===== src/hw/rtl/i2cbb_pkg.sv =====
// Shared constants for the bit-banged I2C master: phase codes, widths and masks.
package i2cbb_pkg;

  localparam int unsigned OpW      = 2;
  localparam int unsigned ByteW    = 8;
  localparam int unsigned PhaseW   = 5;
  localparam int unsigned BitCntW  = 4;
  localparam int unsigned InDataW  = 16;
  localparam int unsigned OutDataW = 16;

  localparam logic [ByteW-1:0] DefaultHalfDelay = '0;

  localparam logic [OpW-1:0] OpTick  = 2'd0;
  localparam logic [OpW-1:0] OpWrite = 2'd1;
  localparam logic [OpW-1:0] OpRead  = 2'd2;

  localparam logic [BitCntW-1:0] DataBits  = 4'd8;
  localparam logic [BitCntW-1:0] FrameBits = 4'd9;

  localparam logic [PhaseW-1:0] PIdle     = 5'd0;
  localparam logic [PhaseW-1:0] PStRel    = 5'd1;
  localparam logic [PhaseW-1:0] PStD1     = 5'd2;
  localparam logic [PhaseW-1:0] PStSclUp  = 5'd3;
  localparam logic [PhaseW-1:0] PStWait   = 5'd4;
  localparam logic [PhaseW-1:0] PStD2     = 5'd5;
  localparam logic [PhaseW-1:0] PStArb    = 5'd6;
  localparam logic [PhaseW-1:0] PStD3     = 5'd7;
  localparam logic [PhaseW-1:0] PStSclDn  = 5'd8;
  localparam logic [PhaseW-1:0] PBitSet   = 5'd9;
  localparam logic [PhaseW-1:0] PBitD1    = 5'd10;
  localparam logic [PhaseW-1:0] PBitSclUp = 5'd11;
  localparam logic [PhaseW-1:0] PBitWait  = 5'd12;
  localparam logic [PhaseW-1:0] PBitD2    = 5'd13;
  localparam logic [PhaseW-1:0] PBitSmp   = 5'd14;
  localparam logic [PhaseW-1:0] PSpLow    = 5'd15;
  localparam logic [PhaseW-1:0] PSpD1     = 5'd16;
  localparam logic [PhaseW-1:0] PSpSclUp  = 5'd17;
  localparam logic [PhaseW-1:0] PSpWait   = 5'd18;
  localparam logic [PhaseW-1:0] PSpD2     = 5'd19;
  localparam logic [PhaseW-1:0] PSpSdaUp  = 5'd20;
  localparam logic [PhaseW-1:0] PSpCheck  = 5'd21;

  localparam logic [ByteW-1:0] MsbMask = 8'h80;

endpackage


===== src/hw/rtl/i2c_bitbang_master_unit.sv =====
// Bit-banged I2C master sequencer: one input word is one tick of the bus timing.
// The result word for an input word is registered when the word is accepted and appears in the next cycle.
// Throughput: one word per cycle while results are taken; the sequencer step is a single registered pass.
// A result that is not taken stalls the input only while the output register stays full.
// Reset: asynchronous, active low; phase idle, both lines released, delay register zero.
module i2c_bitbang_master_unit
  import i2cbb_pkg::*;
#(
  parameter logic [ByteW-1:0] HalfDelayReset = DefaultHalfDelay
) (
  input  logic                clk_i,
  input  logic                rst_ni,
  input  logic                cfg_we_i,
  input  logic [ByteW-1:0]    cfg_wdata_i,    // half_delay_ticks
  input  logic                s_axis_tvalid,
  output logic                s_axis_tready,
  // tdata: start_req, stop_req, tx_byte[7:0], scl_in, sda_in, zero fill
  input  logic [InDataW-1:0]  s_axis_tdata,
  input  logic [OpW-1:0]      s_axis_tuser,   // op
  output logic                m_axis_tvalid,
  input  logic                m_axis_tready,
  // tdata: scl_release, sda_release, busy_res, done_res, rx_byte[7:0], nack, arb_lost, zero fill
  output logic [OutDataW-1:0] m_axis_tdata
);

  logic [ByteW-1:0]   half_q;
  logic [PhaseW-1:0]  phase_q, phase_d;
  logic [BitCntW-1:0] bit_cnt_q, bit_cnt_d;
  logic [ByteW-1:0]   shift_q, shift_d;
  logic [ByteW-1:0]   delay_q, delay_d;
  logic               started_q, started_d;
  logic               scl_out_q, scl_out_d;
  logic               sda_out_q, sda_out_d;
  logic               pend_stop_q, pend_stop_d;
  logic               is_read_q, is_read_d;
  logic               nack_q, nack_d;
  logic               arb_q, arb_d;
  logic               done;
  logic               out_valid_q;
  logic [OutDataW-1:0] out_data_q, out_data_d;

  logic           in_fire;
  logic [OpW-1:0] in_op;
  logic           in_start, in_stop, in_scl, in_sda;
  logic [ByteW-1:0] in_tx;

  assign in_op    = s_axis_tuser;
  assign in_start = s_axis_tdata[0];
  assign in_stop  = s_axis_tdata[1];
  assign in_tx    = s_axis_tdata[9:2];
  assign in_scl   = s_axis_tdata[10];
  assign in_sda   = s_axis_tdata[11];

  // The output register frees up in the same cycle it is drained.
  assign s_axis_tready = !out_valid_q || m_axis_tready;
  assign in_fire       = s_axis_tvalid && s_axis_tready;

  always_comb begin
    phase_d     = phase_q;
    bit_cnt_d   = bit_cnt_q;
    shift_d     = shift_q;
    delay_d     = delay_q;
    started_d   = started_q;
    scl_out_d   = scl_out_q;
    sda_out_d   = sda_out_q;
    pend_stop_d = pend_stop_q;
    is_read_d   = is_read_q;
    nack_d      = nack_q;
    arb_d       = arb_q;
    done        = 1'b0;

    case (phase_q)
      PIdle: begin
        if (in_op == OpWrite || in_op == OpRead) begin
          is_read_d   = (in_op == OpRead);
          pend_stop_d = in_stop;
          bit_cnt_d   = '0;
          arb_d       = 1'b0;
          shift_d     = (in_op == OpRead) ? '0 : in_tx;
          phase_d     = (in_op == OpWrite && in_start) ? PStRel : PBitSet;
        end
      end
      PStRel: begin
        if (started_q) begin
          sda_out_d = 1'b1;
          delay_d   = half_q;
          phase_d   = PStD1;
        end else begin
          phase_d = PStArb;
        end
      end
      PStD1: begin
        if (delay_q == '0) phase_d = PStSclUp;
        else delay_d = delay_q - 1'b1;
      end
      PStSclUp: begin
        scl_out_d = 1'b1;
        phase_d   = PStWait;
      end
      PStWait: begin
        if (in_scl) begin
          delay_d = half_q;
          phase_d = PStD2;
        end
      end
      PStD2: begin
        if (delay_q == '0) phase_d = PStArb;
        else delay_d = delay_q - 1'b1;
      end
      PStArb: begin
        if (!in_sda) arb_d = 1'b1;
        sda_out_d = 1'b0;
        delay_d   = half_q;
        phase_d   = PStD3;
      end
      PStD3: begin
        if (delay_q == '0) phase_d = PStSclDn;
        else delay_d = delay_q - 1'b1;
      end
      PStSclDn: begin
        scl_out_d = 1'b0;
        started_d = 1'b1;
        phase_d   = PBitSet;
      end
      PBitSet: begin
        if (is_read_q || bit_cnt_q >= DataBits) sda_out_d = 1'b1;
        else sda_out_d = (shift_q & MsbMask) != '0;
        delay_d = half_q;
        phase_d = PBitD1;
      end
      PBitD1: begin
        if (delay_q == '0) phase_d = PBitSclUp;
        else delay_d = delay_q - 1'b1;
      end
      PBitSclUp: begin
        scl_out_d = 1'b1;
        phase_d   = PBitWait;
      end
      PBitWait: begin
        if (in_scl) begin
          if (!is_read_q && bit_cnt_q < DataBits) begin
            // Write data bits drop SCL as soon as the high level is seen.
            if (sda_out_q && !in_sda) arb_d = 1'b1;
            shift_d   = {shift_q[ByteW-2:0], 1'b0};
            scl_out_d = 1'b0;
            bit_cnt_d = bit_cnt_q + 1'b1;
            if (bit_cnt_d >= FrameBits) begin
              phase_d = pend_stop_q ? PSpLow : PIdle;
              done    = !pend_stop_q;
            end else begin
              phase_d = PBitSet;
            end
          end else begin
            delay_d = half_q;
            phase_d = PBitD2;
          end
        end
      end
      PBitD2: begin
        if (delay_q == '0) phase_d = PBitSmp;
        else delay_d = delay_q - 1'b1;
      end
      PBitSmp: begin
        if (bit_cnt_q < DataBits) shift_d = {shift_q[ByteW-2:0], in_sda};
        else nack_d = in_sda;
        scl_out_d = 1'b0;
        bit_cnt_d = bit_cnt_q + 1'b1;
        if (bit_cnt_d >= FrameBits) begin
          phase_d = pend_stop_q ? PSpLow : PIdle;
          done    = !pend_stop_q;
        end else begin
          phase_d = PBitSet;
        end
      end
      PSpLow: begin
        sda_out_d = 1'b0;
        delay_d   = half_q;
        phase_d   = PSpD1;
      end
      PSpD1: begin
        if (delay_q == '0) phase_d = PSpSclUp;
        else delay_d = delay_q - 1'b1;
      end
      PSpSclUp: begin
        scl_out_d = 1'b1;
        phase_d   = PSpWait;
      end
      PSpWait: begin
        if (in_scl) begin
          delay_d = half_q;
          phase_d = PSpD2;
        end
      end
      PSpD2: begin
        if (delay_q == '0) phase_d = PSpSdaUp;
        else delay_d = delay_q - 1'b1;
      end
      PSpSdaUp: begin
        sda_out_d = 1'b1;
        phase_d   = PSpCheck;
      end
      PSpCheck: begin
        // SDA was released last tick; a low level now means another master holds it.
        if (!in_sda) arb_d = 1'b1;
        started_d = 1'b0;
        phase_d   = PIdle;
        done      = 1'b1;
      end
      default: begin
        phase_d = PIdle;
      end
    endcase

    out_data_d = {2'b00, arb_d, nack_d, (is_read_d ? shift_d : {ByteW{1'b0}}), done,
                  (phase_d != PIdle), sda_out_d, scl_out_d};
  end

  always_ff @(posedge clk_i or negedge rst_ni) begin
    if (!rst_ni) begin
      half_q <= HalfDelayReset;
    end else if (cfg_we_i) begin
      half_q <= cfg_wdata_i;
    end
  end

  always_ff @(posedge clk_i or negedge rst_ni) begin
    if (!rst_ni) begin
      phase_q     <= PIdle;
      bit_cnt_q   <= '0;
      shift_q     <= '0;
      delay_q     <= '0;
      started_q   <= 1'b0;
      scl_out_q   <= 1'b1;
      sda_out_q   <= 1'b1;
      pend_stop_q <= 1'b0;
      is_read_q   <= 1'b0;
      nack_q      <= 1'b0;
      arb_q       <= 1'b0;
    end else if (in_fire) begin
      phase_q     <= phase_d;
      bit_cnt_q   <= bit_cnt_d;
      shift_q     <= shift_d;
      delay_q     <= delay_d;
      started_q   <= started_d;
      scl_out_q   <= scl_out_d;
      sda_out_q   <= sda_out_d;
      pend_stop_q <= pend_stop_d;
      is_read_q   <= is_read_d;
      nack_q      <= nack_d;
      arb_q       <= arb_d;
    end
  end

  always_ff @(posedge clk_i or negedge rst_ni) begin
    if (!rst_ni) begin
      out_valid_q <= 1'b0;
    end else if (in_fire) begin
      out_valid_q <= 1'b1;
    end else if (m_axis_tready) begin
      out_valid_q <= 1'b0;
    end
  end

  always_ff @(posedge clk_i) begin
    if (in_fire) begin
      out_data_q <= out_data_d;
    end
  end

  assign m_axis_tvalid = out_valid_q;
  assign m_axis_tdata  = out_data_q;

  a_stall_blocks_input: assert property (@(posedge clk_i) disable iff (!rst_ni)
    (m_axis_tvalid && !m_axis_tready) |-> !s_axis_tready)
    else $error("input accepted while the result register is stalled");

  a_busy_matches_phase: assert property (@(posedge clk_i) disable iff (!rst_ni)
    in_fire |=> (m_axis_tdata[2] == (phase_q != PIdle)))
    else $error("busy bit disagrees with the sequencer phase");

  a_done_not_busy: assert property (@(posedge clk_i) disable iff (!rst_ni)
    (m_axis_tvalid && m_axis_tdata[3]) |-> !m_axis_tdata[2])
    else $error("done reported while still busy");

  a_rx_zero_on_write: assert property (@(posedge clk_i) disable iff (!rst_ni)
    (m_axis_tvalid && !is_read_q) |-> (m_axis_tdata[11:4] == '0))
    else $error("received byte nonzero after a write command");

endmodule

===== config.mk =====
export PLATFORM = sky130hd
export DESIGN_NAME = i2c_bitbang_master_unit
export DESIGN_NICKNAME = d
export VERILOG_FILES = /design/src/hw/rtl/i2cbb_pkg.sv /design/src/hw/rtl/i2c_bitbang_master_unit.sv
export SDC_FILE = /design/constraint.sdc
export NUM_CORES = 1
export LEC_CHECK = 0
export BUFFER_PORTS_ARGS = -buffer_cell sky130_fd_sc_hd__buf_2
export CAP_MARGIN = 5
export CORE_ASPECT_RATIO = 0.75
export CORE_MARGIN = 4
export CORE_UTILIZATION = 55
export DETAILED_ROUTE_END_ITERATION = 7
export GPL_TIMING_DRIVEN = 0
export PLACE_DENSITY_LB_ADDON = 0.25
export SLEW_MARGIN = 15
export SYNTH_ARGS = -nofsm -noshare
export SYNTH_HDL_FRONTEND = slang
export SYNTH_SLANG_ARGS = --single-unit

===== constraint.sdc =====
create_clock -name clk_i -period 3.6 [get_ports clk_i]
set_clock_uncertainty 0.1 [all_clocks]
set_input_delay 0.36 -clock clk_i [delete_from_list [all_inputs] [get_ports clk_i]]
set_output_delay 0.36 -clock clk_i [all_outputs]
set_load 0.01 [all_outputs]

==> flow_summary.json, run 1 <==
{
  "p_total_w": 0.00293,
  "drive_above_1_share_pct": 21.4,
  "synthAdderAreaFrac_pct": 2.22,
  "drtIter0Drc": 436,
  "grt_use_met3_pct": 8.87,
  "portBuffers": 41,
  "drc": 2,
  "grt_use_met1_pct": 41.7,
  "htreeDepth": 2,
  "period_minus_slack_ns": 2.75,
  "post_dp_cell_area_sq_um": 3690,
  "post_cts_resized": 0,
  "grt_antenna_before_repair": 0,
  "r2r_end": "m_axis_tdata[2]",
  "r2r_cells": 6,
  "tns_ns": 0,
  "cp-end-kind": "flop",
  "finalCoreUtilization_pct": 64.6,
  "ant_nets": 0,
  "status": "complete, but fails checks",
  "vias": 3227,
  "syn_area_per_cell_sq_um": 9.26,
  "ys.warnings.count": 0,
  "maxSlewHeadroom_pct": 35.3,
  "clk_pin_slew_worst_paths_ns": 0.11,
  "cts_inserted_buffers": 5,
  "dp.cells": 485,
  "synth_top_area_share_pct": 28.9,
  "grtUsageMet2_pct": 37.5,
  "ir_drop_v": 0.000346,
  "final_design_area_no_fill_sq_um": 3800,
  "cts_tree": "yes",
  "startpoint_type": "flop",
  "dr.pass1.iters": 8,
  "post-cts-setup-buffer-count": 0,
  "seq_area_frac_synth_pct": 42.9,
  "synthFlopType": "dfrtp_1",
  "overflow": 0,
  "rsz0062_at_grt": "false",
  "synth.distinct_cells": 68,
  "synth_mux_area_share_pct": 4.66,
  "syn_inst": 365,
  "grt_pass1_vias": 2935,
  "wl_um": 9890,
  "drv_cap": 0,
  "synth_edf_count": 14,
  "critPathRequiredTime_ns": 3.52,
  "synthXorXnorAreaFrac_pct": 0.259,
  "synth_area_leaders": "dfrtp_1 (29%), edfxtp_1 (12%), nand2_1 (5.1%), a21oi_1 (4.3%), mux2_2 (3.7%)",
  "root_buffer": "clkbuf_8",
  "synth_top_area_cell": "dfrtp_1",
  "fp.dieW_um": 98.5,
  "arrival_ns": 2.67,
  "syn-cell-area_sq_um": 3380,
  "worst_pin_slew_ns": 0.970,
  "critPathKind": "reg2reg",
  "synth_common_cells": "nand2_1 (46), dfrtp_1 (39), a21oi_1 (29)",
  "num_rows": 24,
  "power_density_nw_per_um2": 771,
  "ys_ff_latch": 55,
  "dieArea_sq_um": 7480,
  "reg2reg_from": "phase_q[2]",
  "reg2reg_slack_ns": 0.85,
  "hpwl_um": 7210,
  "ioPinCount": 49,
  "cts_buffer_depth": 2,
  "setup_viol": 0,
  "period_share_pct": 76.5,
  "startpoint": "phase_q[2]",
  "cts-hold-fix-buffers": 0,
  "synth.most_common_cell": "nand2_1",
  "viasPerCell": 6.55,
  "grt_max_degree": 42,
  "hold_violations": 0,
  "antenna_cells": 0,
  "fin_cells": 493,
  "grt_busiest_layer": "met1",
  "path_max_fanout": 10,
  "initial_utilization_pct": 57.4,
  "hp-class": "in2async",
  "drv_slew": 0,
  "grt.total_usage_pct": 27.4,
  "cts.sinks": 55,
  "clk_latency_ns": 0.32,
  "synth-async-reset-ratio_pct": 74.5,
  "coreArea_sq_um": 5890,
  "synth-simple-area-share_pct": 20.0,
  "max_freq_ghz": 0.363,
  "synth_compound_area_share_pct": 24.7,
  "syn_to_final_growth_pct": 12.5,
  "grt_pass1_wl_um": 15900,
  "leakage_nw": 1.55,
  "layout.nets": 451,
  "avgRoutedWirePerCell_um": 20.1,
  "violations": "design-rule violations",
  "die_h_um": 75.9,
  "place.gp.congestion": 0.998,
  "synth_top_family_by_area": "compound AO/OA/AOI/OAI gates"
}
## power breakdown
part           internal (W)  switching [W]
combinational      0.000547       0.000949
clock              0.000188       0.000240
sequential         0.000844       0.000162
## stage by stage
step / hold slack, ns / setup WS (ns)
2_1_floorplan: -0.0356 / 1.39
3_3_place_gp: 0.358 / 0.919
3_5_place_dp: 0.361 / 1.03
4_1_cts: 0.122 / 0.996
5_1_grt: 0.147 / 0.777
6_report: 0.0752 / 0.848
## kinds of logic (layout without fill, tap and decap cells)
kind of cell,count (synthesis),in the layout
mux,14,14
other cells,1,2
flops,55,55
compound gates,122,122
simple gates,130,130
fa+ha+maj,6,6
buf+inv,36,85
xor+xnor,1,1
## cell usage in the layout (no fill, tap or decap), drive strengths merged, types with 14 or more instances in the layout
| master | netlist | layout |
|---|---|---|
| nor2 | 22 | 22 |
| dfrtp | 39 | 39 |
| clkbuf | 9 | 15 |
| buf | 12 | 53 |
| o22ai | 15 | 15 |
| o21ai | 26 | 26 |
| inv | 15 | 17 |
| a21oi | 30 | 30 |
| edfxtp | 14 | 14 |
| nand2 | 46 | 46 |
## registers in the layout, indices dropped and copies added, names as in the netlist
signal	flops
m_axis_tdata	14
delay_q	8
half_q	8
shift_q	8
phase_q	5
bit_cnt_q	4
arb_q	1
is_read_q	1
m_axis_tvalid	1
nack_q	1
pend_stop_q	1
scl_out_q	1
sda_out_q	1
started_q	1
## worst max-delay path, cell delays in order (launching register included)
cell	delay, ns
dfrtp_1	0.36
buf_2	0.20
buf_4	0.21
clkbuf_1	0.43
nor3_1	0.22
a2111oi_0	0.66
nand4_1	0.26
## per-layer routing
layer / vias up / wire (um)
li1: 1455 / -
met1: 1533 / 4500
met2: 215 / 3950
met3: 24 / 1270
met4: 0 / 158
met5: - / 0
## area by class of cell
class	instances	area, sq um
Buffer	21	120
Clock buffer	6	93.8
Clock inverter	2	20.0
Fill cell	495	2080
Inverter	15	56.3
Multi-Input combinational cell	275	1760
Sequential cell	55	1450
Tap cell	78	97.6
Timing Repair Buffer	41	205
## how the worst max path moves through the flow
stage | to | slack, ns | cells after the start
4_1_cts | m_axis_tdata[2] | 1.0 | 6
5_1_grt | m_axis_tdata[2] | 0.78 | 6
6_report | m_axis_tdata[2] | 0.85 | 6
3_5_place_dp | m_axis_tdata[10] | 1.03 | 8
3_3_place_gp | m_axis_tdata[2] | 0.92 | 8
2_1_floorplan | m_axis_tdata[2] | 1.39 | 8
No activity file was read; power rests on OpenSTA's default activity.
==> run 2, diff against run 1 <==
--- a/config.mk
+++ b/config.mk
@@ -9,7 +9,7 @@
 export CAP_MARGIN = 5
 export CORE_ASPECT_RATIO = 0.75
 export CORE_MARGIN = 4
-export CORE_UTILIZATION = 55
+export CORE_UTILIZATION = 52
 export DETAILED_ROUTE_END_ITERATION = 7
 export GPL_TIMING_DRIVEN = 0
 export PLACE_DENSITY_LB_ADDON = 0.25
==> constraint.sdc (replaced) <==
create_clock -name clk_i -period 2.3 [get_ports clk_i]
set_clock_uncertainty 0.1 [all_clocks]
set_input_delay 0.23 -clock clk_i [delete_from_list [all_inputs] [get_ports clk_i]]
set_output_delay 0.23 -clock clk_i [all_outputs]
set_load 0.01 [all_outputs]
==> run 2 against run 1 <==
  * The run ends with negative setup slack left
  * Critical path type unchanged
  * Largest power group unchanged
  * Maximum frequency up 9.6%
  * Via count up 2.1%
  * Critical endpoint unchanged
  * Hold slack worse by 0.030 ns
==> flow_summary.json, run 2 (synthesized netlist as in run 1, its figures left out) <==
{
  "leakage_nw": 1.66,
  "coreArea_sq_um": 6320,
  "maxSlewHeadroom_pct": 36.1,
  "hold_slack_ns": 0.0457,
  "pre_cts_slack_ns": -0.537,
  "drv_cap": 0,
  "ioPinCount": 49,
  "cts.sinks": 55,
  "vias": 3295,
  "startpoint_type": "flop",
  "ant_nets": 0,
  "root_buffer": "clkbuf_8",
  "cts_inserted_buffers": 5,
  "fp.dieW_um": 101,
  "worst_path_most_repeated_cell": "nand4_1",
  "place.gp.congestion": 0.987,
  "dp.cells": 488,
  "drc": 0,
  "htreeDepth": 2,
  "drive_above_1_share_pct": 30.6,
  "max_freq_ghz": 0.398,
  "rsz0062_at_grt": "true",
  "layout_commonest_cell": "buf_2",
  "antenna_cells": 0,
  "final_cell_mix": "buf_2 (46), nand2_1 (45), dfrtp_1 (36), a21oi_1 (29)",
  "critPathBufInv": 1,
  "wl_um": 10200,
  "power_density_nw_per_um2": 1190,
  "grt.total_usage_pct": 25.2,
  "avgRoutedWirePerCell_um": 19.8,
  "cp-end-kind": "flop",
  "initial_utilization_pct": 53.5,
  "clk_pin_slew_worst_paths_ns": 0.10,
  "die_h_um": 77.8,
  "drv_slew": 0,
  "grt_pass1_wl_um": 15700,
  "portBuffers": 41,
  "period_share_pct": 109,
  "viasPerCell": 6.40,
  "status": "complete, but fails checks",
  "num_rows": 25,
  "layout.nets": 470,
  "ir_drop_v": 0.000531,
  "setup_viol": 11,
  "critPathRequiredTime_ns": 2.23,
  "dr.pass1.iters": 5,
  "worst_slack_ns": -0.212,
  "worst_pin_slew_ns": 0.958,
  "cpMaxStageDelayCell": "or4_4",
  "drtIter0Drc": 405,
  "clk_latency_ns": 0.31,
  "cp_cell_sequence": "buf_6 -> and4_1 -> or4_4 -> o21ai_4 -> nand4_1 -> nor3_2 -> nand4_1",
  "grt_max_degree": 42,
  "hp-class": "in2reg",
  "violations": "negative setup slack",
  "cts_tree": "yes",
  "critPathKind": "reg2reg",
  "dieArea_sq_um": 7870,
  "grt_pass1_vias": 2948,
  "syn_to_final_growth_pct": 20.7,
  "cts_buffer_depth": 2,
  "hold_violations": 0,
  "largest_register_ffs": 14,
  "period_minus_slack_ns": 2.51,
  "path_max_fanout": 10,
  "max_stage_delay_ns": 0.55,
  "crit_family": "simple AND/OR/NAND/NOR gates",
  "hpwl_um": 6910,
  "arrival_ns": 2.44,
  "overflow": 0,
  "grt_antenna_before_repair": 0,
  "fin_cells": 515
}
-- run 2: cell count changes in the layout (fill, tap and decap cells not counted), moves of 3 or more --
cell,previous run,this run
buf_4,5,21
buf_6,2,5
clkbuf_1,8,4
clkbuf_2,1,4
dfrtp_1,39,36
dfrtp_2,0,3
-- run 2: power breakdown --
part           internal [W]  switching, W
Clock              0.000221      0.000339
Combinational       0.00108       0.00161
Sequential          0.00132      0.000280
Total               0.00262       0.00223
-- run 2: final timing paths --
path / start / end / slack (ns) / depth (start not counted)
hold reg to reg: nack_q / nack_q / 0.39 / 2
setup / recovery: bit_cnt_q[3] / m_axis_tdata[2] / -0.21 / 7
max in group asynchronous: rst_ni / phase_q[4] / 0.95 / 2
setup reg to reg: bit_cnt_q[3] / m_axis_tdata[2] / -0.21 / 7
min in group asynchronous: rst_ni / bit_cnt_q[2] / 0.50 / 2
hold / removal: cfg_wdata_i[3] / half_q[3] / 0.05 / 2
-- run 2: what timing repair did --
item	4_1_cts	5_1_grt
cloned	0	1
buffers inserted	8	10
hold buffers	1	0
resized for setup	19	25
endpoints found under the setup margin	23	37
pin swaps	6	8
endpoints found under the hold margin	30	0
-- run 2: metal layers --
layer / GRT usage, % / wire length (um)
met4: 4.12 / 115
met3: 6.74 / 1150
met1: 40.1 / 4590
met5: 0 / 0
met2: 34.4 / 4360
-- run 2: final cells by class --
| cell class | count | area (sq um) |
|---|---|---|
| well taps | 81 | 101 |
| multi-input cells | 276 | 1890 |
| fillers | 519 | 2240 |
| plain buffers | 20 | 131 |
| flip-flops and latches | 55 | 1450 |
| repair buffers | 60 | 354 |
| clock inverters | 2 | 15.0 |
| inverters | 15 | 56.3 |
| clock buffers | 6 | 72.6 |
-- run 2: worst register-to-register path, delay by kind of cell (launching register included) --
family / cells / cell delay [ns]
AO/OA/AOI/OAI: 1 / 0.18
buffers and inverters: 1 / 0.15
flip-flops: 1 / 0.41
AND/OR/NAND/NOR: 5 / 1.39
-- run 2: metrics by stage --
step | total power (W) | util, % | TNS, ns | area, sq um
final | 0.00485 | 64.5 | -0.394 | 4080
after global routing | 0.00515 | 64.5 | -1.52 | 4080
after floorplan | 0.00317 | - | 0 | 3380
after CTS | 0.00455 | 62.0 | -0.109 | 3920
after global placement | 0.00379 | 58.4 | -1.60 | 3690
after detailed placement | 0.00382 | 58.4 | -1.46 | 3690
